===== src/hdl/rqst2d_pkg.sv =====
// Shared types and constants for the 2D sparse table range query block.
// No dependencies.
`default_nettype none
package rqst2d_pkg;
    localparam int MAX_SIDE_DEF    = 32;
    localparam int VALUE_WIDTH_DEF = 32;

    localparam logic [1:0] OPC_WRITE = 2'd0;
    localparam logic [1:0] OPC_BUILD = 2'd1;
    localparam logic [1:0] OPC_QUERY = 2'd2;

    localparam logic [1:0] RED_MIN = 2'd0;
    localparam logic [1:0] RED_MAX = 2'd1;
    localparam logic [1:0] RED_AND = 2'd2;
    localparam logic [1:0] RED_OR  = 2'd3;

    localparam logic CFG_OP_KIND   = 1'b0;
    localparam logic CFG_SIDE_SIZE = 1'b1;

    typedef enum logic [3:0] {
        ST_IDLE,
        ST_WRITE,
        ST_B_RD0,
        ST_B_RD1,
        ST_B_WR,
        ST_Q_CHECK,
        ST_Q_RD,
        ST_Q_DONE
    } state_t;

    typedef struct packed {
        logic load_item;
        logic do_write;
        logic build_init;
        logic build_rd0;
        logic build_rd1;
        logic build_wr;
        logic build_adv;
        logic q_init;
        logic q_rd;
        logic q_emit;
        logic set_built;
    } ctrl_t;

    typedef struct packed {
        logic [1:0] opcode;
        logic       write_ok;
        logic       build_last;
        logic       build_skip;
        logic       q_bad;
        logic       q_rd_last;
    } stat_t;
endpackage
`default_nettype wire


===== src/hdl/rqst2d_ctrl.sv =====
// Controller state machine for the 2D sparse table block.
// Depends on rqst2d_pkg.
`default_nettype none
module rqst2d_ctrl
    import rqst2d_pkg::*;
(
    input  wire logic  clk,
    input  wire logic  rst_n,
    input  wire logic  start,
    input  wire stat_t stat,
    output logic       busy,
    output ctrl_t      ctrl
);
    state_t state_reg, state_next;

    always_ff @(posedge clk or negedge rst_n)
    begin
        if (!rst_n)
            state_reg <= ST_IDLE;
        else
            state_reg <= state_next;
    end

    always_comb
    begin
        state_next = state_reg;
        case (state_reg)
            ST_IDLE:
            begin
                if (start)
                    state_next = ST_WRITE;
            end
            ST_WRITE:
            begin
                case (stat.opcode)
                    OPC_BUILD: state_next = stat.build_skip ? ST_IDLE : ST_B_RD0;
                    OPC_QUERY: state_next = ST_Q_CHECK;
                    default:   state_next = ST_IDLE;
                endcase
            end
            ST_B_RD0:   state_next = ST_B_RD1;
            ST_B_RD1:   state_next = ST_B_WR;
            ST_B_WR:    state_next = stat.build_last ? ST_IDLE : ST_B_RD0;
            ST_Q_CHECK: state_next = stat.q_bad ? ST_Q_DONE : ST_Q_RD;
            ST_Q_RD:    state_next = stat.q_rd_last ? ST_Q_DONE : ST_Q_RD;
            ST_Q_DONE:  state_next = ST_IDLE;
            default:    state_next = ST_IDLE;
        endcase
    end

    always_comb
    begin
        ctrl = '0;
        busy = (state_reg != ST_IDLE);
        case (state_reg)
            ST_IDLE:
                ctrl.load_item = start;
            ST_WRITE:
            begin
                ctrl.do_write   = (stat.opcode == OPC_WRITE) && stat.write_ok;
                ctrl.build_init = (stat.opcode == OPC_BUILD);
                ctrl.set_built  = (stat.opcode == OPC_BUILD) && stat.build_skip;
                ctrl.q_init     = (stat.opcode == OPC_QUERY);
            end
            ST_B_RD0:  ctrl.build_rd0 = 1'b1;
            ST_B_RD1:  ctrl.build_rd1 = 1'b1;
            ST_B_WR:
            begin
                ctrl.build_wr  = 1'b1;
                ctrl.build_adv = 1'b1;
                ctrl.set_built = stat.build_last;
            end
            ST_Q_RD:
                ctrl.q_rd = 1'b1;
            ST_Q_DONE:
                ctrl.q_emit = 1'b1;
            default: ctrl = '0;
        endcase
    end
endmodule
`default_nettype wire


===== config.mk =====
export PLATFORM = sky130hd
export DESIGN_NAME = rqst2d_ctrl
export DESIGN_NICKNAME = d
export VERILOG_FILES = /design/src/hdl/rqst2d_pkg.sv /design/src/hdl/rqst2d_ctrl.sv
export SDC_FILE = /design/constraint.sdc
export NUM_CORES = 1
export LEC_CHECK = 0
export BUFFER_PORTS_ARGS = -buffer_cell sky130_fd_sc_hd__buf_4
export CORE_AREA = 2 2 39 41
export DETAILED_ROUTE_END_ITERATION = 12
export DIE_AREA = 0 0 41 43
export GPL_ROUTABILITY_DRIVEN = 0
export PLACE_DENSITY_LB_ADDON = 0.15
export SYNTH_ARGS = -nofsm -noshare
export SYNTH_HDL_FRONTEND = slang
export SYNTH_SLANG_ARGS = --single-unit

===== constraint.sdc =====
create_clock -name clk -period 2.1 [get_ports clk]
set_clock_uncertainty 0.1 [all_clocks]
set_input_delay 0.42 -clock clk [delete_from_list [all_inputs] [get_ports clk]]
set_output_delay 0.42 -clock clk [all_outputs]
set_load 0.01 [all_outputs]

=== Word level (Yosys, flattened, before mapping) ===
Index checks and enable logic that the tools add are counted.

* Flip-flop bits (word level): 4
* Bits of input ports: 10
* Output and inout bits: 12
* Logic and storage cells: 32

* Eq/ne operators: 10
* Muxes and demuxes: 16
* Reductions and logical operators: 5

{| class="wikitable"
|+ Operators with widths
! cell !! number
|-
| 4-bit one-hot mux with 7 select lines || 1
|-
| 4-bit by 3-bit equality test with 1-bit output (second input constant) || 4
|-
| 4-bit by 2-bit equality test with 1-bit output (second input constant) || 2
|-
| 1-bit two-way mux || 8
|-
| 2-bit two-way mux || 4
|-
| 3-bit one-hot mux with 2 select lines || 1
|-
| 4-bit by 1-bit equality test with 1-bit output (second input constant) || 1
|-
| 4-bit zero test || 1
|-
| 4-bit two-way mux || 1
|-
| 4-bit nonzero test || 1
|-
| 2-bit by 1-bit equality test with 1-bit output (second input constant) || 1
|-
| 2-bit equality test (second input constant) || 1
|-
| 1-bit logical AND || 2
|-
| 2-bit zero test || 1
|-
| 2-bit != test (second input constant) || 1
|-
| 1-bit one-hot mux with 2 select lines || 1
|}

=== Depth between registers and ports, before layout ===
* Depth in word-level cells: 3
* Depth in mapped cells: 5
* Depth with buffers taken out: 5

=== Least setup slack after synthesis ===
No wires, ideal clock.

* Kind: reg-to-output
* Start: register state_reg[1]
* End: output ctrl[0] (netlist bit)
* Data arrival time: 1048 ps
* Required time: 1580 ps
* Path slack: 532 ps
* Stages on the path, launching flop included: 4
* Buffers on the path: 1
* Path through: dfrtp_1 buf_2 nor3_2 a22o_1

{| class="wikitable"
|+ RTL lines
! element !! RTL line !! source
|-
| start: declaration || rqst2d_ctrl.sv:14 || <nowiki>state_t state_reg, state_next;</nowiki>
|-
| start signal: assignment || rqst2d_ctrl.sv:21 || <nowiki>state_reg <= state_next;</nowiki>
|-
| end: declaration || rqst2d_ctrl.sv:12 || <nowiki>output ctrl_t ctrl</nowiki>
|}

==> metrics.yaml <==
synth_cell_types: 25
outcome: "completed"
wirelength_um: 799
grt_pass1_vias: 309
clockRootBuffer: "clkbuf_4"
p_per_area_nw_per_um2: 1057
layout_min_cycle_time_ns: 1.911
cts_buffers: 3
grt_max_degree: 16
viasPerCell: 4.481
synth_edf_count: 0
cts.htree.levels: 1
rows: 14
grt_util_all_layers_pct: 10.26
drt_iter0_markers: 4
core_sq_um: 1384
tightestPinTransition_ns: 0.4212
cp_num_buf_inv: 2
port-buffer-count: 21
ys_top_cells_by_count: "and3_1, nor2_1"
vias: 354
n_antenna_cell: 0
clock_path_buffers: 2
synth_seq_area_share_pct: 22.30
path_clk_slew_ns: 0.04
holdWs_ns: 0.3633
cp_slowest_cell: "dfrtp_1"
path_cells: "nor2_1 -> nand3_1 -> inv_2 -> a22o_1 -> buf_4"
rsz0062_at_grt: "false"
async_flop_share_pct: 100.0
syn_nets: 54
clock-sinks: 3
grt_pass1_wl_mm: 1.248
die_x_um: 41
cp_top_family: "flip-flops"
dieArea_sq_um: 1763
tns_ns: 0
dp.cells: 74
max_freq_ghz: 0.5234
slew_violations: 0
final_nets: 77
drive_gt1_share_pct: 46.03
start_util_pct: 24.32
syn_inst: 41
max_stage_delay_ns: 0.55
syn2layout_area_growth_pct: 54.28
cp_max_fo: 13
grt_overflow: 0
yosysTopAreaCell: "dfrtp_1"
min_period_over_period_pct: 90.98
cts_tree: "done"
pin_count: 22
place_area_sq_um: 483.0
endpoint_kind: "primary output"
crit_required_ns: 1.58
firstDrtPassIters: 4
yosysTopAreaCellShare_pct: 22.30
ys_warn_count: 0
largest_register_ffs: 3
cts_resized: 0
wl_per_cell_um: 10.11
avgSynthCellArea_sq_um: 8.209
finalPower_uw: 549.0
fp.dieH_um: 43
ant_nets: 0
p_leak_nw: 0.2864
drv_cap: 0
drc_errors: 0
antenna_found_initial: 0
fillers: 156
setup-violations-final: 0
relSlewSlack_pct: 71.92
critPathLaunchType: "register"
report.final.hold_viol_count: 0
clock_latency_ns: 0.23
ys.flop_type: "dfrtp_1"
ys_seq_elements: 3
critPathArrivalTime_ns: 1.39
cts_setup_buffers: 0
ir_drop_v: 0.0003781
yosys-top-cells-area: "dfrtp_1, ha_1, and3_1, nand2b_1, buf_4"
hpwl_um: 590.5
netlist_area_sq_um: 336.6
stdcell_count: 79
fin_area_sq_um: 519.2
hold_path_class: "primary input to register"
criticalPathCategory: "register to primary output"
-- layout make-up --
class / instances / area (sq um) / share of cell area [%]
tap: 16 / 20.02 / 3.855
sequential: 3 / 75.07 / 14.46
inverter: 5 / 18.77 / 3.614
multi-input combinational: 29 / 211.5 / 40.72
timing repair buffer: 22 / 167.7 / 32.29
clock buffer: 4 / 26.28 / 5.060
-- layer usage --
layer | share of wire [%] | GRT usage [%] | vias up
li1 | - | - | 188
met1 | 50 | 13.59 | 153
met2 | 43 | 15.00 | 13
met3 | 6.6 | 4.712 | 0
met4 | 0 | 2.000 | 0
met5 | 0 | 0 | -
-- logic make-up (layout without fill, tap and decap cells) --
| group | after synthesis | count (layout) | synth area share (%) |
|---|---|---|---|
| adders and majority gates | 3 | 3 | 11.15 |
| DFF | 3 | 3 | 22.30 |
| buffers and inverters | 9 | 31 | 14.87 |
| AOI/OAI and AO/OA | 8 | 8 | 17.84 |
| and+or+nand+nor | 18 | 18 | 33.83 |
-- worst reg2reg max path, cell delays in order (launching register included) --
cell	delay, ns
dfrtp_1	0.50
or3_4	0.43
o21bai_2	0.13
a31oi_1	0.05
-- placed cells by master, fill, tap and decap left out, drive strengths merged --
cell / n
o21ai: 2
nor2: 4
buf: 21
o221ai: 1
inv: 5
nand2b: 3
and3: 4
a22o: 1
nand2: 1
o21bai: 1
nand3: 1
nand4b: 1
ha: 3
or3: 1
a211oi: 1
nand3b: 1
a31oi: 1
dfrtp: 3
dlygate4sd3: 1
and4: 1
a21o: 1
nor3: 1
clkbuf: 4
-- through the flow --
step | setup WS (ns) | util, %
after floorplan | 0.5321 | -
after global placement | 0.4136 | 34.90
after detailed placement | 0.4089 | 34.90
after CTS | 0.1537 | 37.52
after global routing | 0.05260 | 37.52
final | 0.1894 | 37.52
-- final timing paths --
check / slack, ns / startpoint / cells after the start / to
setup reg to reg: 0.78 / state_reg[1] / 3 / state_reg[0]
hold reg to reg: 0.63 / state_reg[2] / 2 / state_reg[2]
min in group asynchronous: 0.41 / rst_n / 2 / state_reg[2]
setup / recovery: 0.19 / state_reg[1] / 5 / ctrl[0]
hold / removal: 0.36 / stat[0] / 3 / state_reg[0]
max in group asynchronous: 1.39 / rst_n / 2 / state_reg[0]
-- power by group --
part	switching [mW]	internal [mW]	total (mW)	leakage, nW
Sequential	0.0796	0.0828	0.162	0.0378
Combinational	0.121	0.164	0.285	0.234
Clock	0.0300	0.0712	0.101	0.0150
Total	0.231	0.318	0.549	0.286
-- what timing repair did --
| action | CTS | global route |
|---|---|---|
| setup endpoints to repair | 0 | 0 |
| hold endpoints to repair | 3 | 0 |
| hold buffers | 1 | 0 |
(Power assumes the default switching activity.)
